**src/rtl/assert_macros.svh**
```systemverilog
// assertion helpers shared by the rtl
`ifndef ASSERT_MACROS_SVH
`define ASSERT_MACROS_SVH

// same-cycle implication, idle during reset
`define ASSERT_IMPLIES(label, clk, rst, ante, cons, msg) \
  label: assert property (@(posedge clk) disable iff (rst) (ante) |-> (cons)) \
    else $error(msg);

// next-cycle implication, idle during reset
`define ASSERT_NEXT(label, clk, rst, ante, cons, msg) \
  label: assert property (@(posedge clk) disable iff (rst) (ante) |=> (cons)) \
    else $error(msg);

`endif

```
**src/rtl/tis_pkg.sv**
```systemverilog
package tis_pkg;

  // level accumulator holds base + step * index exactly for up to 256 levels
  localparam int T_W = 42;
  localparam int DIFF_W = 33;
  localparam int PROD_W = 65;
  localparam int NUM_W = 66;
  localparam int MIN_LEVELS = 10;
  localparam int QUEUE_DEPTH = 2;

  typedef struct packed {
    logic signed [31:0] value_a;
    logic signed [31:0] value_b;
    logic signed [31:0] value_c;
    logic signed [31:0] pos_ax;
    logic signed [31:0] pos_ay;
    logic signed [31:0] pos_bx;
    logic signed [31:0] pos_by;
    logic signed [31:0] pos_cx;
    logic signed [31:0] pos_cy;
  } triangle_t;

  typedef struct packed {
    logic               seg_valid;
    logic [5:0]         level_index;
    logic signed [31:0] start_x;
    logic signed [31:0] start_y;
    logic signed [31:0] end_x;
    logic signed [31:0] end_y;
    logic               last_seg;
  } segment_t;

  typedef enum logic [1:0] {
    REG_BASE  = 2'd0,
    REG_STEP  = 2'd1,
    REG_COUNT = 2'd2
  } reg_index_t;

  typedef struct packed {
    logic signed [31:0] level_base;
    logic [30:0]        level_step;
    logic [6:0]         level_count;
  } cfg_t;

  // triangle edges in test order: (2,0), (0,1), (1,2)
  typedef enum logic [1:0] {
    EDGE_CA = 2'd0,
    EDGE_AB = 2'd1,
    EDGE_BC = 2'd2
  } edge_t;

  typedef struct packed {
    logic                  seg_valid;
    logic                  last_seg;
    logic [5:0]            level_index;
    logic signed [T_W-1:0] level;
    edge_t                 edge0;
    edge_t                 edge1;
    triangle_t             shape;
  } job_t;

  typedef enum logic [1:0] {
    FRONT_IDLE,
    FRONT_SCAN,
    FRONT_FLUSH
  } front_state_t;

  typedef enum logic [2:0] {
    BACK_IDLE,
    BACK_DIFF,
    BACK_MUL,
    BACK_SUM,
    BACK_DIV,
    BACK_LOAD
  } back_state_t;

  // one end <= level and the other above it
  function automatic logic crossed(logic signed [31:0] va, logic signed [31:0] vb,
                                   logic signed [T_W-1:0] t);
    logic signed [T_W-1:0] wa;
    logic signed [T_W-1:0] wb;
    wa = T_W'(va);
    wb = T_W'(vb);
    return (wa <= t && wb > t) || (wb <= t && wa > t);
  endfunction

  function automatic logic [1:0] edge_from(edge_t e);
    unique case (e)
      EDGE_CA: return 2'd2;
      EDGE_AB: return 2'd0;
      EDGE_BC: return 2'd1;
      default: return 2'd0;
    endcase
  endfunction

  function automatic logic [1:0] edge_to(edge_t e);
    unique case (e)
      EDGE_CA: return 2'd0;
      EDGE_AB: return 2'd1;
      EDGE_BC: return 2'd2;
      default: return 2'd0;
    endcase
  endfunction

  function automatic logic signed [31:0] vertex_value(triangle_t shape, logic [1:0] idx);
    case (idx)
      2'd0:    return shape.value_a;
      2'd1:    return shape.value_b;
      default: return shape.value_c;
    endcase
  endfunction

  function automatic logic signed [31:0] vertex_x(triangle_t shape, logic [1:0] idx);
    case (idx)
      2'd0:    return shape.pos_ax;
      2'd1:    return shape.pos_bx;
      default: return shape.pos_cx;
    endcase
  endfunction

  function automatic logic signed [31:0] vertex_y(triangle_t shape, logic [1:0] idx);
    case (idx)
      2'd0:    return shape.pos_ay;
      2'd1:    return shape.pos_by;
      default: return shape.pos_cy;
    endcase
  endfunction

endpackage

```
**src/rtl/tis_queue.sv**
```systemverilog
module tis_queue (
  input  logic           clk,
  input  logic           rst,
  input  logic           push,
  input  tis_pkg::job_t  push_data,
  output logic           full,
  input  logic           pop,
  output tis_pkg::job_t  pop_data,
  output logic           empty
);

  localparam int PTR_W = $clog2(tis_pkg::QUEUE_DEPTH);
  localparam int CNT_W = $clog2(tis_pkg::QUEUE_DEPTH + 1);

  tis_pkg::job_t    slots [tis_pkg::QUEUE_DEPTH];
  logic [PTR_W-1:0] wr_ptr;
  logic [PTR_W-1:0] rd_ptr;
  logic [CNT_W-1:0] count;
  logic             do_push;
  logic             do_pop;

  assign full     = (count == CNT_W'(tis_pkg::QUEUE_DEPTH));
  assign empty    = (count == '0);
  assign do_push  = push && !full;
  assign do_pop   = pop && !empty;
  assign pop_data = slots[rd_ptr];

  // storage
  always_ff @(posedge clk) begin
    if (do_push) begin
      slots[wr_ptr] <= push_data;
    end
  end

  // pointers and fill count
  always_ff @(posedge clk) begin
    if (rst) begin
      wr_ptr <= '0;
      rd_ptr <= '0;
      count  <= '0;
    end else begin
      if (do_push) begin
        wr_ptr <= (wr_ptr == PTR_W'(tis_pkg::QUEUE_DEPTH - 1)) ? '0 : wr_ptr + 1'b1;
      end
      if (do_pop) begin
        rd_ptr <= (rd_ptr == PTR_W'(tis_pkg::QUEUE_DEPTH - 1)) ? '0 : rd_ptr + 1'b1;
      end
      if (do_push && !do_pop) begin
        count <= count + 1'b1;
      end else if (do_pop && !do_push) begin
        count <= count - 1'b1;
      end
    end
  end

endmodule

```
**config.mk**
```make
export PLATFORM = sky130hd
export DESIGN_NAME = tis_queue
export DESIGN_NICKNAME = d
export VERILOG_FILES = /design/src/rtl/assert_macros.svh /design/src/rtl/tis_pkg.sv /design/src/rtl/tis_queue.sv
export SDC_FILE = /design/constraint.sdc
export NUM_CORES = 1
export LEC_CHECK = 0
export ABC_CLOCK_PERIOD_IN_PS = 18200
export BUFFER_PORTS_ARGS = -buffer_cell sky130_fd_sc_hd__buf_2
export CAP_MARGIN = 10
export CELL_PAD_IN_SITES_DETAIL_PLACEMENT = 1
export CELL_PAD_IN_SITES_GLOBAL_PLACEMENT = 1
export CORE_AREA = 2 2 272 274
export CTS_BUF_LIST = sky130_fd_sc_hd__clkbuf_4
export DETAILED_ROUTE_END_ITERATION = 10
export DIE_AREA = 0 0 274 276
export PLACE_DENSITY_LB_ADDON = 0.2
export SETUP_SLACK_MARGIN = 0.3
export SLEW_MARGIN = 25
export SYNTH_ARGS = -nofsm -noshare
export SYNTH_HDL_FRONTEND = slang
export SYNTH_SLANG_ARGS = --single-unit
```
**constraint.sdc**
```tcl
create_clock -name clk -period 18.2 [get_ports clk]
set_input_delay 3.64 -clock clk [delete_from_list [all_inputs] [get_ports clk]]
set_output_delay 3.64 -clock clk [all_outputs]
set_load 0.005 [all_outputs]
```
==> results.json, run 1 <==
{
  "cp-end-kind": "output pin",
  "worst_hold_path_type": "flop to flop",
  "rsz0062_at_grt": "no",
  "cts_root_buf": "clkbuf_4",
  "grt_overflow": 0,
  "cts-hold-fix-buffers": 0,
  "synthesis.nets": 1436,
  "reg2reg_slack_ns": 14.62,
  "skew_ns": 0.0550,
  "fp-row-count": 99,
  "grt_start_max_net_pins": 150,
  "path_delay_family": "buffers and inverters",
  "cp_common_cell": "buf_4",
  "first_iter_violations": 603,
  "cts_buffer_depth": 3,
  "maxCapViolations": 0,
  "outcome": "finished clean",
  "antenna_found_initial": 19,
  "synth_area_um2": 25000,
  "path_cells": "buf_4 > buf_4 > mux2_2 > buf_2",
  "fin_area_um2": 31900,
  "layout-drive-gt1-share_pct": 64.7,
  "critPathMaxStageDelay_ns": 0.78,
  "htree_levels": 4,
  "maxSlewHeadroom_pct": 34.8,
  "final.setup.tns_ns": 0,
  "clk_pin_slew_ns": 0.06,
  "ys_seq_elements": 689,
  "die_area_um2": 75600,
  "async_flop_share_pct": 0,
  "grt_first_pass_wirelength_um": 96500,
  "r2r_end": "slots[1][213]",
  "drc": 0,
  "port_buffers": 689,
  "first_global_vias": 15291,
  "critPathMaxFanout": 64,
  "endpoint": "pop_data[67]",
  "io_pins": 690,
  "totalWireLength_um": 66600,
  "gp_congestion": 0.821,
  "yosysTopAreaCellShare_pct": 82.2,
  "dr.pass1.iters": 4,
  "worstSetupPathType": "flop to output pin",
  "via_per_inst": 4.52,
  "cts_resized": 0,
  "synth_area_leaders": "edfxtp_1 (82%), mux2_2 (15%), buf_6 (1.4%), dfxtp_1 (0.40%), buf_2 (0.12%)",
  "cp.required_ns": 14.56,
  "post_synth.cell_area_avg_um2": 23.0,
  "yosysMostFrequentCell": "edfxtp_1",
  "fin_crit_sh_pct": 40.4,
  "cts_setup_buffers": 0,
  "r2r-start": "count[0]",
  "crit_path_start_kind": "flop",
  "cellPowerDensity_nw_per_um2": 139,
  "synth_ff_type": "edfxtp_1",
  "synth_top_cell_by_area": "edfxtp_1",
  "p_leak_uw": 0.0120,
  "synthDistinctLibCells": 14,
  "max_clock_freq_mhz": 136,
  "cts_tree": "yes",
  "irDropWorstVdd_uv": 78.8,
  "cp_slowest_cell": "buf_4",
  "tightest_slew_ns": 0.978,
  "hold_viol": 0,
  "setup_viol": 0,
  "dp_hpwl_um": 46400,
  "slew_viol_final": 0,
  "start_util_pct": 34.4,
  "worst-endpoint-arrival_ns": 3.71,
  "seqCellArea_um2": 20600,
  "nets": 2283,
  "final.fill_count": 7293,
  "clock_latency_ns": 0.95,
  "via_count": 13774,
  "period_needed_ns": 7.35,
  "synth_edf_count": 684,
  "area_growth_pct": 27.4,
  "yosysWarnings": 0,
  "dieWidth_um": 274,
  "cts_buffers": 181,
  "rr_worst_depth": 5,
  "clock_sinks": 689,
  "ant_nets": 0,
  "core_um2": 72600,
  "syn_inst": 1089,
  "cp.depth": 4,
  "multi_input_area_um2": 3960,
  "ys_seq_area_share_pct": 82.6,
  "detail_route.wl_per_cell_um": 21.9,
  "grt_usage_pct": 17.4,
  "placedInstanceArea_um2": 29400,
  "chipHeight_um": 276,
  "yosys-top-cells-count": "edfxtp_1 (684), mux2_2 (342), buf_6 (32)",
  "timing.critical_path.buf_inv": 3
}
## cell families (layout without fill, tap and decap cells)
family	count (synthesis)	in the layout	share of synthesized area [%]
AO/OA/AOI/OAI	5	5	0.100
XOR/XNOR	3	3	0.105
adder cells (fa/ha/maj)	1	1	0.0500
buffers and inverters	40	1027	1.59
flip-flops	689	689	82.6
multiplexers	342	342	15.4
other	0	11	0
AND/OR/NAND/NOR	9	9	0.175
## metrics by stage
step                setup slack, ns  std cells  hold WS (ns)  util (%)  power (µW)
floorplan                      5.87       1089         0.452         -        2720
global placement              11.29       2711         0.479      40.5        3080
detailed placement            11.31       2711         0.495      40.5        3090
CTS                           10.57       3034         0.504      43.8        4510
global route                  10.45       3041         0.571      43.9        4650
finish                        10.85       3046         0.500      43.9        4420
## area by class of cell
cell class | count | area share [%]
sequential | 689 | 64.8
multi-input combinational | 360 | 12.4
timing repair buffer | 702 | 11.2
clock buffer | 277 | 6.53
tap | 959 | 3.77
clock inverter | 46 | 1.10
antenna | 11 | 0.0864
inverter | 2 | 0.0471
## worst reg2reg max path, stage by stage, from the launching register on
cell	delay, ns
dfxtp_1	0.43
nor2b_1	0.11
nor2_1	0.14
and2_4	0.74
buf_12	0.76
buf_4	0.90
## state kept, by name, indices dropped and copies added, names as in the netlist, named ones only
signal	cells
count	2
slots	684
wr_ptr	1
rd_ptr	1
## cells in the final DEF, fill, tap and decap left out, drive strengths merged, types with 5 or more instances in the layout
cell type,netlist,final
buf,38,702
clkbuf,0,277
clkinv,0,38
dfxtp,5,5
diode,0,11
edfxtp,684,684
inv,2,5
mux2,342,342
nor2,5,5
## power by group
| part | switching (µW) | internal [µW] | leakage [µW] |
|---|---|---|---|
| Combinational | 523 | 459 | 0.00409 |
| Sequential | 59.8 | 1990 | 0.00643 |
| Clock | 636 | 742 | 0.00143 |
## worst min-delay path by stage
stage | from | endpoint | slack, ns | cells after the start
detailed placement | wr_ptr | wr_ptr | 0.50 | 2
finish | wr_ptr | wr_ptr | 0.50 | 2
global placement | wr_ptr | wr_ptr | 0.48 | 2
global route | wr_ptr | wr_ptr | 0.57 | 2
floorplan | wr_ptr | wr_ptr | 0.45 | 2
CTS | wr_ptr | wr_ptr | 0.50 | 2
## per-layer routing
layer | wire length, µm | part of all wire (%) | track usage, % | vias up
li1 | - | - | - | 6209
met1 | 22400 | 34 | 17.1 | 6854
met2 | 36400 | 55 | 31.6 | 548
met3 | 5570 | 8.4 | 6.83 | 145
met4 | 2120 | 3.2 | 8.22 | 18
met5 | 118 | 0.18 | 0 | -
Note: power is estimated with default switching activity, not from simulation.
==> inputs of run 2 (changes only) <==
- ABC_AREA: not set -> 1
- ABC_CLOCK_PERIOD_IN_PS: 18200 -> 7170
- clock period: 18.2 -> 7.17 ns (I/O delays scaled with it)
==> results.json, run 2 <==
{
  "p_leak_uw": 0.0120,
  "synth_edf_count": 684,
  "rr_worst_depth": 4,
  "detail_route.wl_per_cell_um": 21.0,
  "ys_seq_elements": 689,
  "cts_resized": 0,
  "post_synth.cell_area_avg_um2": 22.7,
  "clock_sinks": 689,
  "largest-register": "slots",
  "clock_latency_ns": 1.00,
  "min_to": "wr_ptr",
  "final_common_cell": "buf_2",
  "final_cell_mix": "buf_2 (689), edfxtp_1 (684), mux2_2 (342), clkbuf_4 (289), clkinv_1 (28)",
  "antenna_found_initial": 29,
  "ant_nets": 0,
  "r2r-start": "count[0]",
  "htree_levels": 4,
  "max_clock_freq_mhz": 224,
  "yosysWarnings": 0,
  "io_pins": 690,
  "yosysTopAreaCellShare_pct": 82.1,
  "path_delay_family": "buffers and inverters",
  "grt_start_max_net_pins": 155,
  "layout-drive-gt1-share_pct": 64.4,
  "chipHeight_um": 276,
  "maxSlewHeadroom_pct": 30.0,
  "cts-hold-fix-buffers": 0,
  "path_cells": "buf_12 > mux2_2 > buf_2",
  "final.setup.tns_ns": 0,
  "async_flop_share_pct": 0,
  "via_per_inst": 4.44,
  "yosysMostFrequentCell": "edfxtp_1",
  "cts_buffer_depth": 3,
  "yosys-top-cells-count": "edfxtp_1 (684), mux2_2 (342), buf_6 (32)",
  "area_growth_pct": 27.7,
  "worstSetupPathType": "flop to output pin",
  "fp-row-count": 99,
  "grt_overflow": 0,
  "syn_inst": 1101,
  "reg2reg_slack_ns": 4.63,
  "synth_area_um2": 25000,
  "cts_setup_buffers": 0,
  "die_area_um2": 75600,
  "clk_pin_slew_ns": 0.06,
  "largest_reg_flops": 684,
  "nets": 2297,
  "worst-endpoint-arrival_ns": 3.03,
  "gp_congestion": 0.773,
  "synth_top_cell_by_area": "edfxtp_1",
  "timing.critical_path.buf_inv": 2,
  "first_global_vias": 15237,
  "first_iter_violations": 669,
  "via_count": 13627,
  "synth_ff_type": "edfxtp_1",
  "port_buffers": 689,
  "drc": 0,
  "ys_seq_area_share_pct": 82.5,
  "met2_usage_pct": 29.9,
  "worst_hold_path_type": "flop to flop",
  "hold_viol": 0,
  "fin_crit_sh_pct": 62.3,
  "synth_area_leaders": "edfxtp_1 (82%), mux2_2 (15%), buf_6 (1.4%), dfxtp_1 (0.40%), inv_1 (0.14%)",
  "cp-end-kind": "output pin",
  "synthesis.nets": 1448,
  "cts_buffers": 184,
  "rsz0062_at_grt": "no",
  "grt_first_pass_wirelength_um": 94100,
  "irDropWorstVdd_uv": 191,
  "whs_path_depth": 2,
  "dp_hpwl_um": 43800,
  "top_regs": "slots: 684 flops, count: 2 flops",
  "grt_usage_pct": 16.9,
  "totalWireLength_um": 64300,
  "synthDistinctLibCells": 14,
  "cts_tree": "yes",
  "met3_usage_pct": 8.29,
  "holdCritStartpoint": "wr_ptr",
  "dr.pass1.iters": 4,
  "cp_slowest_cell": "dfxtp_4",
  "outcome": "finished clean",
  "critPathMaxStageDelay_ns": 0.63,
  "period_needed_ns": 4.47,
  "cp.required_ns": 5.74,
  "slew_viol_final": 0,
  "start_util_pct": 34.5,
  "cts_root_buf": "clkbuf_4",
  "setup_viol": 0,
  "critPathMaxFanout": 146,
  "core_um2": 72600,
  "r2r_end": "slots[0][192]",
  "use_met1_pct": 16.3,
  "tightest_slew_ns": 1.05,
  "skew_ns": 0.0614,
  "cellPowerDensity_nw_per_um2": 344,
  "hold_slack_ns": 0.543,
  "maxCapViolations": 0,
  "dieWidth_um": 274,
  "crit_path_start_kind": "flop",
  "grt_busiest_layer": "met2"
}
==> run 2: metal layers <==
layer  vias to the layer above  share of wire [%]
met3                       135                9.9
met5                         -               0.23
met1                      6686                 33
met2                       538                 54
met4                        24                2.9
li1                       6244                  -
==> run 2: worst max-delay path by stage <==
| stage | endpoint | start | depth (start not counted) | slack [ns] |
|---|---|---|---|---|
| finish | pop_data[284] | flop | 3 | 2.70 |
| global route | pop_data[319] | flop | 3 | 2.50 |
| CTS | pop_data[287] | flop | 3 | 2.58 |
| detailed placement | slots[1][23] | push | 5 | 3.58 |
| global placement | slots[1][23] | push | 5 | 3.59 |
| floorplan | slots[0][0] | push | 2 | 0.17 |
==> run 2: logic make-up (layout without fill, tap and decap cells) <==
family / after synthesis / after routing / synth area share, %
fa+ha+maj: 1 / 1 / 0.0500
buf+inv: 47 / 1041 / 1.70
mux: 342 / 342 / 15.4
flops: 689 / 689 / 82.5
other cells: 0 / 15 / 0
compound gates: 6 / 6 / 0.120
simple gates: 16 / 16 / 0.265
==> run 2: area by class of cell <==
class,count,area (µm²)
Antenna cell,15,37.5
Clock buffer,289,2170
Clock inverter,42,270
Fill cell,7304,40600
Inverter,9,33.8
Multi-Input combinational cell,365,3990
Sequential cell,689,20600
Tap cell,959,1200
Timing Repair Buffer,701,3630
==> run 2: per-stage QoR <==
step | power [µW] | setup slack, ns | std cells | utilization, % | cell area [µm²]
after detailed placement | 7610 | 3.58 | 2723 | 40.6 | 29500
after global routing | 11600 | 2.50 | 3066 | 44.0 | 32000
after CTS | 11200 | 2.58 | 3054 | 44.0 | 31900
final | 11000 | 2.70 | 3069 | 44.0 | 32000
after global placement | 7560 | 3.59 | 2723 | 40.6 | 29500
after floorplan | 6640 | 0.170 | 1101 | - | 25100
==> run 2: worst min-delay path, cell delays in order, from the launching register on <==
cell     delay [ns]
dfxtp_1        0.34
nor2_1         0.11
nor2_1         0.05
==> run 2: power by group <==
group          internal [µW]  leakage, µW  switching, µW
combinational           1030      0.00414           1200
clock                   1910      0.00145           1610
sequential              5100      0.00642            134
