## config.mk

```make
export PLATFORM = sky130hd
export DESIGN_NAME = tis_front
export DESIGN_NICKNAME = d
export VERILOG_FILES = /design/src/rtl/assert_macros.svh /design/src/rtl/tis_pkg.sv /design/src/rtl/tis_front.sv
export SDC_FILE = /design/constraint.sdc
export NUM_CORES = 1
export LEC_CHECK = 0
export BUFFER_PORTS_ARGS = -buffer_cell sky130_fd_sc_hd__buf_2
export CAP_MARGIN = 0
export CORE_AREA = 2 2 278 280
export DETAILED_ROUTE_END_ITERATION = 16
export DIE_AREA = 0 0 280 282
export SLEW_MARGIN = 10
export SYNTH_ARGS = -nofsm -noshare
export SYNTH_HDL_FRONTEND = slang
export SYNTH_SLANG_ARGS = --single-unit
```

## constraint.sdc

```tcl
create_clock -name clk -period 19.8 [get_ports clk]
set_clock_uncertainty 0.1 [all_clocks]
set_input_delay 4.95 -clock clk [delete_from_list [all_inputs] [get_ports clk]]
set_output_delay 4.95 -clock clk [all_outputs]
set_load 0.01 [all_outputs]
```

## src/rtl/assert_macros.svh

```systemverilog
// assertion helpers shared by the rtl
`ifndef ASSERT_MACROS_SVH
`define ASSERT_MACROS_SVH

// same-cycle implication, idle during reset
`define ASSERT_IMPLIES(label, clk, rst, ante, cons, msg) \
  label: assert property (@(posedge clk) disable iff (rst) (ante) |-> (cons)) \
    else $error(msg);

// next-cycle implication, idle during reset
`define ASSERT_NEXT(label, clk, rst, ante, cons, msg) \
  label: assert property (@(posedge clk) disable iff (rst) (ante) |=> (cons)) \
    else $error(msg);

`endif

```

## src/rtl/tis_pkg.sv

```systemverilog
package tis_pkg;

  // level accumulator holds base + step * index exactly for up to 256 levels
  localparam int T_W = 42;
  localparam int DIFF_W = 33;
  localparam int PROD_W = 65;
  localparam int NUM_W = 66;
  localparam int MIN_LEVELS = 10;
  localparam int QUEUE_DEPTH = 2;

  typedef struct packed {
    logic signed [31:0] value_a;
    logic signed [31:0] value_b;
    logic signed [31:0] value_c;
    logic signed [31:0] pos_ax;
    logic signed [31:0] pos_ay;
    logic signed [31:0] pos_bx;
    logic signed [31:0] pos_by;
    logic signed [31:0] pos_cx;
    logic signed [31:0] pos_cy;
  } triangle_t;

  typedef struct packed {
    logic               seg_valid;
    logic [5:0]         level_index;
    logic signed [31:0] start_x;
    logic signed [31:0] start_y;
    logic signed [31:0] end_x;
    logic signed [31:0] end_y;
    logic               last_seg;
  } segment_t;

  typedef enum logic [1:0] {
    REG_BASE  = 2'd0,
    REG_STEP  = 2'd1,
    REG_COUNT = 2'd2
  } reg_index_t;

  typedef struct packed {
    logic signed [31:0] level_base;
    logic [30:0]        level_step;
    logic [6:0]         level_count;
  } cfg_t;

  // triangle edges in test order: (2,0), (0,1), (1,2)
  typedef enum logic [1:0] {
    EDGE_CA = 2'd0,
    EDGE_AB = 2'd1,
    EDGE_BC = 2'd2
  } edge_t;

  typedef struct packed {
    logic                  seg_valid;
    logic                  last_seg;
    logic [5:0]            level_index;
    logic signed [T_W-1:0] level;
    edge_t                 edge0;
    edge_t                 edge1;
    triangle_t             shape;
  } job_t;

  typedef enum logic [1:0] {
    FRONT_IDLE,
    FRONT_SCAN,
    FRONT_FLUSH
  } front_state_t;

  typedef enum logic [2:0] {
    BACK_IDLE,
    BACK_DIFF,
    BACK_MUL,
    BACK_SUM,
    BACK_DIV,
    BACK_LOAD
  } back_state_t;

  // one end <= level and the other above it
  function automatic logic crossed(logic signed [31:0] va, logic signed [31:0] vb,
                                   logic signed [T_W-1:0] t);
    logic signed [T_W-1:0] wa;
    logic signed [T_W-1:0] wb;
    wa = T_W'(va);
    wb = T_W'(vb);
    return (wa <= t && wb > t) || (wb <= t && wa > t);
  endfunction

  function automatic logic [1:0] edge_from(edge_t e);
    unique case (e)
      EDGE_CA: return 2'd2;
      EDGE_AB: return 2'd0;
      EDGE_BC: return 2'd1;
      default: return 2'd0;
    endcase
  endfunction

  function automatic logic [1:0] edge_to(edge_t e);
    unique case (e)
      EDGE_CA: return 2'd0;
      EDGE_AB: return 2'd1;
      EDGE_BC: return 2'd2;
      default: return 2'd0;
    endcase
  endfunction

  function automatic logic signed [31:0] vertex_value(triangle_t shape, logic [1:0] idx);
    case (idx)
      2'd0:    return shape.value_a;
      2'd1:    return shape.value_b;
      default: return shape.value_c;
    endcase
  endfunction

  function automatic logic signed [31:0] vertex_x(triangle_t shape, logic [1:0] idx);
    case (idx)
      2'd0:    return shape.pos_ax;
      2'd1:    return shape.pos_bx;
      default: return shape.pos_cx;
    endcase
  endfunction

  function automatic logic signed [31:0] vertex_y(triangle_t shape, logic [1:0] idx);
    case (idx)
      2'd0:    return shape.pos_ay;
      2'd1:    return shape.pos_by;
      default: return shape.pos_cy;
    endcase
  endfunction

endpackage

```

## src/rtl/tis_front.sv

```systemverilog
module tis_front #(
  parameter int MAX_LEVELS = 64
) (
  input  logic                clk,
  input  logic                rst,
  input  tis_pkg::cfg_t       cfg,
  input  logic                push,
  output logic                full,
  input  tis_pkg::triangle_t  triangle,
  output logic                q_push,
  input  logic                q_full,
  output tis_pkg::job_t       q_data
);

  localparam int IDX_W = $clog2(MAX_LEVELS);

  tis_pkg::front_state_t         state;
  tis_pkg::front_state_t         state_next;
  tis_pkg::triangle_t            shape;
  logic signed [tis_pkg::T_W-1:0] level;
  logic [IDX_W-1:0]              idx;
  logic [IDX_W-1:0]              last_idx;
  logic                          pend_valid;
  logic [5:0]                    pend_index;
  logic signed [tis_pkg::T_W-1:0] pend_level;
  tis_pkg::edge_t                pend_e0;
  tis_pkg::edge_t                pend_e1;
  logic                          c_ca;
  logic                          c_ab;
  logic                          c_bc;
  logic                          hit;
  logic                          need_push;
  logic                          advance;
  logic [8:0]                    lc9;
  logic [8:0]                    cnt9;

  // edge tests for the level under scan
  assign c_ca      = tis_pkg::crossed(shape.value_c, shape.value_a, level);
  assign c_ab      = tis_pkg::crossed(shape.value_a, shape.value_b, level);
  assign c_bc      = tis_pkg::crossed(shape.value_b, shape.value_c, level);
  assign hit       = (c_ca && c_ab) || (c_ca && c_bc) || (c_ab && c_bc);
  assign need_push = (state == tis_pkg::FRONT_SCAN) && hit && pend_valid;
  assign advance   = !need_push || !q_full;

  // level count clamp
  assign lc9  = 9'(cfg.level_count);
  assign cnt9 = (lc9 < 9'(tis_pkg::MIN_LEVELS)) ? 9'(tis_pkg::MIN_LEVELS) :
                (lc9 > 9'(MAX_LEVELS))          ? 9'(MAX_LEVELS) : lc9;

  // next state
  always_comb begin
    state_next = state;
    unique case (state)
      tis_pkg::FRONT_IDLE: begin
        if (push) state_next = tis_pkg::FRONT_SCAN;
      end
      tis_pkg::FRONT_SCAN: begin
        if (advance && idx == last_idx) state_next = tis_pkg::FRONT_FLUSH;
      end
      tis_pkg::FRONT_FLUSH: begin
        if (!q_full) state_next = tis_pkg::FRONT_IDLE;
      end
      default: state_next = tis_pkg::FRONT_IDLE;
    endcase
  end

  // outputs: a crossing is held back until the next one is found, so the last one can be marked
  always_comb begin
    full   = (state != tis_pkg::FRONT_IDLE);
    q_push = 1'b0;
    q_data = '0;
    q_data.shape       = shape;
    q_data.seg_valid   = pend_valid;
    q_data.level_index = pend_index;
    q_data.level       = pend_level;
    q_data.edge0       = pend_e0;
    q_data.edge1       = pend_e1;
    unique case (state)
      tis_pkg::FRONT_SCAN: begin
        q_push = need_push && !q_full;
      end
      tis_pkg::FRONT_FLUSH: begin
        q_push          = !q_full;
        q_data.last_seg = 1'b1;
      end
      default: q_push = 1'b0;
    endcase
  end

  always_ff @(posedge clk) begin
    if (rst) begin
      state      <= tis_pkg::FRONT_IDLE;
      pend_valid <= 1'b0;
    end else begin
      state <= state_next;
      if (state == tis_pkg::FRONT_FLUSH && !q_full) begin
        pend_valid <= 1'b0;
      end else if (state == tis_pkg::FRONT_SCAN && advance && hit) begin
        pend_valid <= 1'b1;
      end
    end
  end

  // triangle capture and level scan
  always_ff @(posedge clk) begin
    if (state == tis_pkg::FRONT_IDLE && push) begin
      shape    <= triangle;
      level    <= tis_pkg::T_W'(cfg.level_base);
      idx      <= '0;
      last_idx <= IDX_W'(cnt9 - 9'd1);
    end else if (state == tis_pkg::FRONT_SCAN && advance) begin
      level <= level + tis_pkg::T_W'(cfg.level_step);
      idx   <= idx + 1'b1;
      if (hit) begin
        pend_index <= 6'(idx);
        pend_level <= level;
        pend_e0    <= c_ca ? tis_pkg::EDGE_CA : tis_pkg::EDGE_AB;
        pend_e1    <= (c_ca && c_ab) ? tis_pkg::EDGE_AB : tis_pkg::EDGE_BC;
      end
    end
  end

endmodule

```

==> results of run 1 <==
[kinds of logic (layout without fill, tap and decap cells)]
| kind of cell | after synthesis | count (layout) | synth area share, % |
|---|---|---|---|
| adders and majority gates | 165 | 165 | 11.9 |
| muxes | 6 | 6 | 0.373 |
| buffers and inverters | 79 | 871 | 1.74 |
| AOI/OAI and AO/OA | 258 | 258 | 9.27 |
| other | 1 | 30 | 0.0215 |
| and+or+nand+nor | 256 | 256 | 7.02 |
| DFF | 396 | 396 | 67.6 |
| xor gates and xnor gates | 42 | 42 | 2.11 |
[power breakdown]
group | internal [W] | switching (W)
Clock | 0.000554 | 0.000387
Combinational | 0.000503 | 0.000890
Sequential | 0.00125 | 0.000132
Total | 0.00230 | 0.00141
[sequential cells by signal (all words and copies together), names as in the netlist]
signal      flops
pend_valid      1
last_idx        6
q_data        288
state           2
pend_e0         1
pend_e1         2
pend_index      6
idx             6
pend_level     42
level          42
[worst paths after layout]
| check | startpoint | to | slack [ps] | depth (start not counted) |
|---|---|---|---|---|
| max reg2reg | q_data[287] | pend_level[39] | 14440 | 10 |
| min reg2reg | level[41] | pend_level[41] | 350 | 0 |
| max | q_full | q_push | 9380 | 4 |
| min | level[41] | pend_level[41] | 350 | 0 |
[cell type report]
cell class | instances | share of cell area [%]
Sequential cell | 396 | 49.2
Antenna cell | 29 | 0.303
Timing Repair Buffer | 710 | 14.9
Clock buffer | 62 | 5.62
Tap cell | 978 | 5.10
Multi-Input combinational cell | 728 | 22.4
Inverter | 67 | 1.08
Clock inverter | 32 | 1.45
[placed cells by master (no fill, tap or decap), drive strengths merged, types with 27 or more instances in the layout]
cell | synthesis | final
a21oi | 99 | 99
inv | 67 | 71
nand2 | 83 | 83
nand3 | 27 | 27
clkbuf | 10 | 62
buf | 2 | 710
edfxtp | 387 | 387
o21ai | 59 | 59
nor2 | 57 | 57
diode | 0 | 29
ha | 164 | 164
[layer usage]
layer | vias up | GRT usage, % | routed length (um) | share of wire (%)
met5 | - | 0 | 162 | 0.21
met2 | 644 | 30.4 | 37200 | 49
met4 | 24 | 10.5 | 3390 | 4.4
met1 | 6659 | 19.8 | 27400 | 36
met3 | 186 | 8.10 | 7980 | 10
li1 | 6188 | - | - | -
[stage by stage]
step / power (W) / hold WS [ps]
floorplan: 0.00226 / 326
global placement: 0.00276 / 351
detailed placement: 0.00280 / 343
CTS: 0.00377 / 356
global route: 0.00396 / 374
finish: 0.00371 / 352
[critical path: stages]
cell                      delay [ps]
sky130_fd_sc_hd__buf_2           110
sky130_fd_sc_hd__inv_1            60
sky130_fd_sc_hd__o211a_1         130
sky130_fd_sc_hd__buf_2           120
==> flow_summary_export.csv, run 1 <==
group,metric,value,unit
status,status,"completed",
finish,final_core_utilization,31.7,%
floorplanning,die_w,280,um
place,place_worst_setup_slack,9380,ps
clock_network,postcts_setup_bufs,0,
grt,grt_pass1_vias,14135,
finish,layout-drive-gt1-share,40.2,%
floorplanning,total_i_o_pin_count,706,
logic_synthesis,post_synth_inst_count,1203,
worst_setup_path,worst_setup_ep_type,"output pin",
place,globalplace.congestion,0.923,
route,totalWireLength,76100,um
sta,setup_ws,9380,ps
clock_network,post_cts_hold_buffer_count,0,
floorplanning,dieHeight,282,um
floorplanning,floorplan.rows,101,
worst_setup_path,start_kind,"input pin",
sta,drv_slew,0,
floorplanning,dieArea,79000,sq um
clock_network,clock_latency,620,ps
route,vias_per_cell,4.56,
grt,antenna_found_initial,84,
logic_synthesis,synth_edf_count,387,
grt,groute.usage.overall,18.5,%
worst_setup_path,worst-path-max-fanout,3,
logic_synthesis,synth_top_area_share,66.6,%
route,route.detailed.wl_per_inst,25.4,um
pwr,vdd.ir_drop.worst,0.0000780,V
clock_network,clk_pin_slew,50,ps
logic_synthesis,synthesis.area,17500,sq um
place,dp_hpwl,62200,um
sta,max_freq,0.0959,GHz
route,detail_route.drc_violations,0,
place,postPlaceCellArea,22200,sq um
logic_synthesis,synth.distinct_cells,67,
sta,fin_setup_tns,0,ps
grt,grt_first_pass_wirelength,102000,um
finish,ff_latch_area,11800,sq um
floorplanning,floorplan.initialDensity,23.1,%
floorplanning,core,75700,sq um
sta,finalCriticalPeriod,10420,ps
pwr,leakagePower,10.1,nW
worst_setup_path,worst-endpoint-required,14750,ps
clock_network,total_clock_buffers_created_by_cts,50,
logic_synthesis,cell_types_with_the_largest_area_share_after_synthesis,"sky130_fd_sc_hd__edfxtp_1 (67%), sky130_fd_sc_hd__ha_1 (12%), sky130_fd_sc_hd__a21oi_1 (2.8%), sky130_fd_sc_hd__nand2_1 (1.8%), sky130_fd_sc_hd__inv_1 (1.4%)",
grt,congestion_overflow_gr,0,
finish,fin_nets,2480,
logic_synthesis,asr_flop_ratio_synth,0,%
sta,maxSlewHeadroom,23.8,%
grt,grt_start_max_net_pins,124,
clock_network,numClockSinks,396,
worst_setup_path,worstPathArrival,5370,ps
run,maxCapViolCount,0,
sta,unrepaired_setup_endpoints_after_global_routing,"false",
sta,timing.final.crit_share,52.6,%
sta,final-setup-viol-count,0,
sta,max_slew.worst_pin.slew,1140,ps
clock_network,cts_repair_resize_count,0,
place,placed_cells,2879,
logic_synthesis,synth.yosys.seq_area_share,67.6,%
route,detailroute.via_count,13701,
route,dr.first_iter.drc_count,852,
worst_setup_path,worst-setup-path-type,"input pin to output pin",
place,numPortBuffers,704,
logic_synthesis,register_bit_count_reported_by_yosys,396,
worst_hold_path,hold_path_class,"register to register",
logic_synthesis,yosys_warnings,0,
logic_synthesis,post_synth_most_frequent_cells,"sky130_fd_sc_hd__edfxtp_1 (387), sky130_fd_sc_hd__ha_1 (164), sky130_fd_sc_hd__a21oi_1 (99)",
finish,fillerInstances,7667,
finish,multiInputGateArea,5370,sq um
pwr,power_per_cell_area,155,nW/um^2
clock_network,clockBufferDepth,3,
finish,post_layout_nonfiller_instances,3002,
clock_network,htree_levels,2,
logic_synthesis,synth_largest_area_cell,"sky130_fd_sc_hd__edfxtp_1",
sta,final_number_of_hold_violating_endpoints,0,
logic_synthesis,synthesis.area_per_instance,14.5,sq um
logic_synthesis,most_used_standard_cell_by_instance_count_after_synthesis,"sky130_fd_sc_hd__edfxtp_1",
logic_synthesis,dominantRegCellSynth,"sky130_fd_sc_hd__edfxtp_1",
clock_network,clock_tree_from_tritoncts,"done",
route,firstDrtPassIters,5,
route,ant_nets,0,
logic_synthesis,synth_nets,1730,
finish,synthToLayoutAreaGrowth,37.4,%
finish,design_area,24000,sq um
clock_network,clock_root_buffer_master,"sky130_fd_sc_hd__clkbuf_16",
(Power assumes the default switching activity.)
==> inputs of run 2 (changes only) <==
- clock period: 19.8 -> 10.9 ns (I/O delays scaled with it)
==> run 2 against run 1 <==
  * Sequential share of layout area is 0.31 points higher
  * Sequential power rose by 82%
  * Count of clock-buffer cells in the layout down 7
  * Largest cell class unchanged
  * Largest power group unchanged
==> flow_summary_export.csv, run 2 (same netlist as run 1, synthesis figures left out) <==
group,metric,value,unit
worst_setup_path,rr_startpoint,"q_data[287]",
floorplanning,total_i_o_pin_count,706,
floorplanning,core,75700,sq um
place,numPortBuffers,704,
route,totalWireLength,78600,um
grt,groute.usage.overall,19.2,%
finish,post_layout_nonfiller_instances,2985,
finish,fillerInstances,7670,
floorplanning,floorplan.rows,101,
worst_setup_path,worst-endpoint-required,8080,ps
worst_setup_path,worst_setup_ep_type,"output pin",
grt,grt_pass1_vias,14017,
worst_setup_path,start_kind,"register",
route,detail_route.drc_violations,0,
clock_network,clock_latency,620,ps
route,firstDrtPassIters,5,
sta,final-setup-viol-count,0,
sta,finalCriticalPeriod,7790,ps
clock_network,clockBufferDepth,3,
sta,fin_setup_tns,0,ps
pwr,share_comb_of_total_power,38.2,%
worst_setup_path,worst_setup_path_startpoint,"q_data[287]",
route,dr.first_iter.drc_count,935,
finish,largest_reg_flops,288,
sta,maxSlewHeadroom,31.5,%
finish,layout_common_cells,"sky130_fd_sc_hd__buf_2 (704), sky130_fd_sc_hd__edfxtp_1 (387), sky130_fd_sc_hd__ha_1 (164), sky130_fd_sc_hd__a21oi_1 (99), sky130_fd_sc_hd__nand2_1 (81)",
place,dp_hpwl,64200,um
clock_network,numClockSinks,396,
place,globalplace.congestion,0.906,
sta,max_freq,0.128,GHz
sta,max_slew.worst_pin.slew,1030,ps
pwr,power.share.sequential,37.6,%
clock_network,clk_pin_slew,60,ps
pwr,p_sw_share,38.6,%
worst_setup_path,worst-path-max-fanout,12,
pwr,internal-power,0.00410,W
floorplanning,dieHeight,282,um
worst_hold_path,start_point_of_the_worst_min_delay_path,"level[41]",
route,route.detailed.wl_per_inst,26.3,um
finish,most_frequent_standard_cell_in_the_layout_excluding_fill_and_tap_cells,"sky130_fd_sc_hd__buf_2",
route,ant_nets,0,
sta,unrepaired_setup_endpoints_after_global_routing,"false",
clock_network,total_clock_buffers_created_by_cts,47,
grt,grt_start_max_net_pins,110,
sta,drv_slew,0,
clock_network,clock_root_buffer_master,"sky130_fd_sc_hd__clkbuf_16",
pwr,leakagePower,10.1,nW
floorplanning,floorplan.initialDensity,23.1,%
grt,congestion_overflow_gr,0,
sta,final_number_of_hold_violating_endpoints,0,
grt,grt_first_pass_wirelength,106000,um
status,status,"completed",
route,detailroute.via_count,13823,
finish,layout-drive-gt1-share,40.1,%
pwr,share_clk_of_total_power,24.3,%
pwr,vdd.ir_drop.worst,0.000133,V
place,place_worst_setup_slack,3650,ps
sta,setup_ws,3110,ps
floorplanning,dieArea,79000,sq um
clock_network,post_cts_hold_buffer_count,0,
place,placed_cells,2879,
worst_hold_path,hold_path_class,"register to register",
finish,fin_nets,2477,
clock_network,cts_repair_resize_count,0,
finish,final_core_utilization,31.5,%
pwr,power_per_cell_area,280,nW/um^2
sta,timing.final.crit_share,71.5,%
worst_setup_path,worst-setup-path-type,"register to output pin",
worst_setup_path,worstPathArrival,4960,ps
finish,synthToLayoutAreaGrowth,36.5,%
grt,antenna_found_initial,72,
clock_network,postcts_setup_bufs,0,
clock_network,htree_levels,2,
clock_network,clock_tree_from_tritoncts,"done",
floorplanning,die_w,280,um
run,maxCapViolCount,0,
route,vias_per_cell,4.63,
pwr,net_switching_power,0.00258,W
run 2: cell types whose count changed in the layout (fill, tap and decap cells not counted), sizes merged:
cell	change
clkbuf	-7
clkinv	-3
clkinvlp	+2
diode	-9
run 2: final cells by class:
type / count / area, sq um / area share, %
Multi-Input combinational cell: 728 / 5370 / 22.5
Tap cell: 978 / 1220 / 5.13
Inverter: 67 / 259 / 1.09
Antenna cell: 20 / 50.0 / 0.210
Clock inverter: 31 / 362 / 1.52
Clock buffer: 55 / 1210 / 5.06
Sequential cell: 396 / 11800 / 49.5
Timing Repair Buffer: 710 / 3570 / 15.0
run 2: final timing paths:
| check | slack [ps] | cells after the start | end |
|---|---|---|---|
| worst min-delay path | 370 | 0 | pend_level[41] |
| worst min register to register | 370 | 0 | pend_level[41] |
| worst max register to register | 5700 | 12 | level[22] |
| worst max-delay path | 3110 | 12 | q_push |
run 2: stage by stage:
step / power, W / hold slack (ps) / cell area, sq um
floorplan: 0.00405 / 326 / 17500
global placement: 0.00505 / 349 / 22200
detailed placement: 0.00510 / 357 / 22200
CTS: 0.00677 / 373 / 23800
global route: 0.00713 / 385 / 23800
finish: 0.00668 / 372 / 23800
run 2: per-layer routing:
layer	up-vias	track usage [%]	share of wire, %
met1	6763	20.6	35
met5	-	0	0.22
li1	6167	-	-
met4	26	5.99	3.7
met2	674	33.0	49
met3	193	9.30	12
run 2: critical path, cell delays in order, from the launching register on:
cell	delay (ps)
sky130_fd_sc_hd__edfxtp_1	650
sky130_fd_sc_hd__ha_1	430
sky130_fd_sc_hd__nand4_1	210
sky130_fd_sc_hd__nor3_1	630
sky130_fd_sc_hd__nand3_1	390
sky130_fd_sc_hd__nor4_1	450
sky130_fd_sc_hd__nor3_1	110
sky130_fd_sc_hd__mux2i_1	370
sky130_fd_sc_hd__o21ai_1	180
sky130_fd_sc_hd__o221ai_1	470
sky130_fd_sc_hd__nor2_1	110
sky130_fd_sc_hd__o211a_1	240
sky130_fd_sc_hd__buf_2	140
run 2: power by group through the flow:
stage	clock network, W	registers, W	logic [W]
after floorplan	0	0.00265	0.00140
after global placement	0	0.00254	0.00251
after detailed placement	0	0.00254	0.00257
after CTS	0.00167	0.00252	0.00258
after global routing	0.00172	0.00256	0.00285
final	0.00162	0.00251	0.00255
==> inputs of run 3 (changes only) <==
- clock period: 10.9 -> 7.2 ns (I/O delays scaled with it)
==> run 3 against run 2 <==
  * Total power increased by 55%
  * First-iteration DRC count increased by 12%
  * Clock power increased by 65%
  * Register-to-register slack got worse by 4300 ps
  * Count of clock-buffer cells in the layout decreased by 4
  * Via count about the same
  * Sequential power increased by 51%
  * Cell count increased by 0.37%
  * Cell area increased by 0.84%
  * Combinational power increased by 52%
  * Largest power group unchanged
==> flow_summary_export.csv, run 3 (same netlist as run 1, synthesis figures left out) <==
group,metric,value,unit
place,postPlaceCellArea,22200,sq um
pwr,vdd.ir_drop.worst,0.000229,V
clock_network,clockBufferDepth,3,
worst_setup_path,timing.critical_path.mode_cell,"sky130_fd_sc_hd__nor3_1",
route,detail_route.drc_violations,0,
route,route.detailed.wl_per_inst,26.1,um
worst_setup_path,crit_path_top_delay_cell,"sky130_fd_sc_hd__edfxtp_1",
worst_hold_path,hold_path_class,"register to register",
finish,post_layout_nonfiller_instances,2996,
place,placed_cells,2880,
route,dr.first_iter.drc_count,1048,
sta,timing.final.crit_share,95.8,%
place,numPortBuffers,704,
finish,fin_nets,2479,
clock_network,postcts_setup_bufs,0,
clock_network,clock_tree_from_tritoncts,"done",
grt,grt_start_max_net_pins,114,
clock_network,clock_latency,610,ps
worst_setup_path,worst_setup_ep_type,"output pin",
floorplanning,total_i_o_pin_count,706,
pwr,net_switching_power,0.00393,W
floorplanning,dieArea,79000,sq um
worst_setup_path,worst_path_dominant_cell_family,"simple AND/OR/NAND/NOR gates",
floorplanning,floorplan.initialDensity,23.1,%
worst_setup_path,cp.buffers_inverters,1,
worst_setup_path,worst-setup-path-type,"register to output pin",
pwr,share_clk_of_total_power,25.9,%
clock_network,htree_levels,2,
status,status,"completed",
sta,maxSlewHeadroom,22.9,%
finish,most_frequent_standard_cell_in_the_layout_excluding_fill_and_tap_cells,"sky130_fd_sc_hd__buf_2",
route,ant_nets,0,
sta,max_freq,0.145,GHz
floorplanning,core,75700,sq um
clock_network,cts_repair_resize_count,0,
worst_setup_path,start_kind,"register",
finish,largest_reg_flops,288,
worst_setup_path,worstPathArrival,4990,ps
grt,antenna_found_initial,71,
clock_network,clock_root_buffer_master,"sky130_fd_sc_hd__clkbuf_16",
worst_hold_path,sink_of_the_worst_hold_path,"pend_level[5]",
floorplanning,floorplan.rows,101,
sta,max_slew.worst_pin.slew,1150,ps
pwr,power_per_cell_area,430,nW/um^2
worst_setup_path,worst-endpoint-required,5300,ps
finish,design_area,24000,sq um
clock_network,clk_pin_slew,60,ps
worst_setup_path,worst-path-max-fanout,12,
clock_network,numClockSinks,396,
grt,groute.usage.overall,19.0,%
worst_setup_path,r2r_path_end,"level[41]",
pwr,p_sw_share,38.0,%
worst_setup_path,cell_chain_critical_path,"ha_1, nand4_1, nor3_1, nand3_1, nor4_1, nor3_1, mux2i_1, o21ai_1, o221ai_1, nor2_1, o211a_1, buf_2",
route,firstDrtPassIters,5,
sta,drv_slew,0,
worst_setup_path,rr_startpoint,"q_data[287]",
sta,final_number_of_hold_violating_endpoints,0,
finish,layout_common_cells,"sky130_fd_sc_hd__buf_2 (704), sky130_fd_sc_hd__edfxtp_1 (387), sky130_fd_sc_hd__ha_1 (164), sky130_fd_sc_hd__a21oi_1 (99), sky130_fd_sc_hd__nand2_1 (81)",
floorplanning,die_w,280,um
place,dp_hpwl,64200,um
worst_setup_path,critical-path-max-stage-delay,670,ps
worst_setup_path,worst-path-stages,12,
clock_network,total_clock_buffers_created_by_cts,48,
worst_setup_path,rr_worst_depth,12,
sta,unrepaired_setup_endpoints_after_global_routing,"false",
route,detailroute.via_count,13821,
pwr,power.share.sequential,36.7,%
pwr,internal-power,0.00642,W
grt,grt_pass1_vias,14115,
pwr,leakagePower,10.2,nW
clock_network,post_cts_hold_buffer_count,0,
run,maxCapViolCount,0,
sta,fin_setup_tns,0,ps
route,totalWireLength,78100,um
pwr,share_comb_of_total_power,37.4,%
sta,finalCriticalPeriod,6890,ps
finish,synthToLayoutAreaGrowth,37.7,%
place,globalplace.congestion,0.887,
sta,final-setup-viol-count,0,
grt,congestion_overflow_gr,0,
floorplanning,dieHeight,282,um
grt,grt_first_pass_wirelength,105000,um
worst_hold_path,start_point_of_the_worst_min_delay_path,"level[5]",
route,vias_per_cell,4.61,
finish,layout-drive-gt1-share,40.5,%
worst_hold_path,timing.hold.worst_path_depth,0,
sta,fin_hold_ws,379,ps
worst_setup_path,timing.reg2reg.setup_slack,1400,ps
pwr,post_layout_total_power,0.0103,W
## run 3: routing by layer
layer / vias up / routed length [um] / track usage (%)
li1: 6179 / - / -
met1: 6775 / 29000 / 21.4
met2: 667 / 37400 / 32.1
met3: 180 / 8280 / 7.93
met4: 20 / 3300 / 7.20
met5: - / 123 / 0
## run 3: how the worst max path moves through the flow
stage,from,endpoint,slack [ps]
6_report,q_data[287],q_push,310
5_1_grt,q_data[287],q_push,80
4_1_cts,q_data[287],q_push,300
3_5_place_dp,q_data[287],q_push,930
3_3_place_gp,q_data[287],q_push,1030
2_1_floorplan,push,last_idx[0],570
## run 3: power by group through the flow
stage / clock network [W] / logic, W / registers [W]
floorplan: 0 / 0.00212 / 0.00401
CTS: 0.00276 / 0.00390 / 0.00381
global route: 0.00283 / 0.00431 / 0.00387
finish: 0.00268 / 0.00387 / 0.00380
detailed placement: 0 / 0.00388 / 0.00384
global placement: 0 / 0.00380 / 0.00384
## run 3: worst register-to-register path: stages, from the launching register on
cell,delay (ps)
sky130_fd_sc_hd__edfxtp_1,670
sky130_fd_sc_hd__ha_1,460
sky130_fd_sc_hd__nand4_1,230
sky130_fd_sc_hd__nor3_1,650
sky130_fd_sc_hd__nand3_1,360
sky130_fd_sc_hd__nor4_1,490
sky130_fd_sc_hd__nor3_1,110
sky130_fd_sc_hd__mux2i_1,210
sky130_fd_sc_hd__or3_1,420
sky130_fd_sc_hd__mux2i_2,310
sky130_fd_sc_hd__o21ai_2,220
sky130_fd_sc_hd__nand2_2,870
sky130_fd_sc_hd__buf_4,410
## run 3: area by class of cell
class,count,area [sq um]
Fill cell,7612,51700
Sequential cell,396,11800
Multi-Input combinational cell,728,5370
Timing Repair Buffer,711,3590
Tap cell,978,1220
Clock buffer,51,1210
Clock inverter,38,518
Inverter,67,259
Antenna cell,27,67.6
## run 3: per-stage QoR
| stage | utilization (%) | setup slack, ps |
|---|---|---|
| 3_3_place_gp | 29.4 | 1030 |
| 3_5_place_dp | 29.4 | 931 |
| 5_1_grt | 31.7 | 84.2 |
| 6_report | 31.8 | 306 |
| 2_1_floorplan | - | 566 |
| 4_1_cts | 31.7 | 302 |
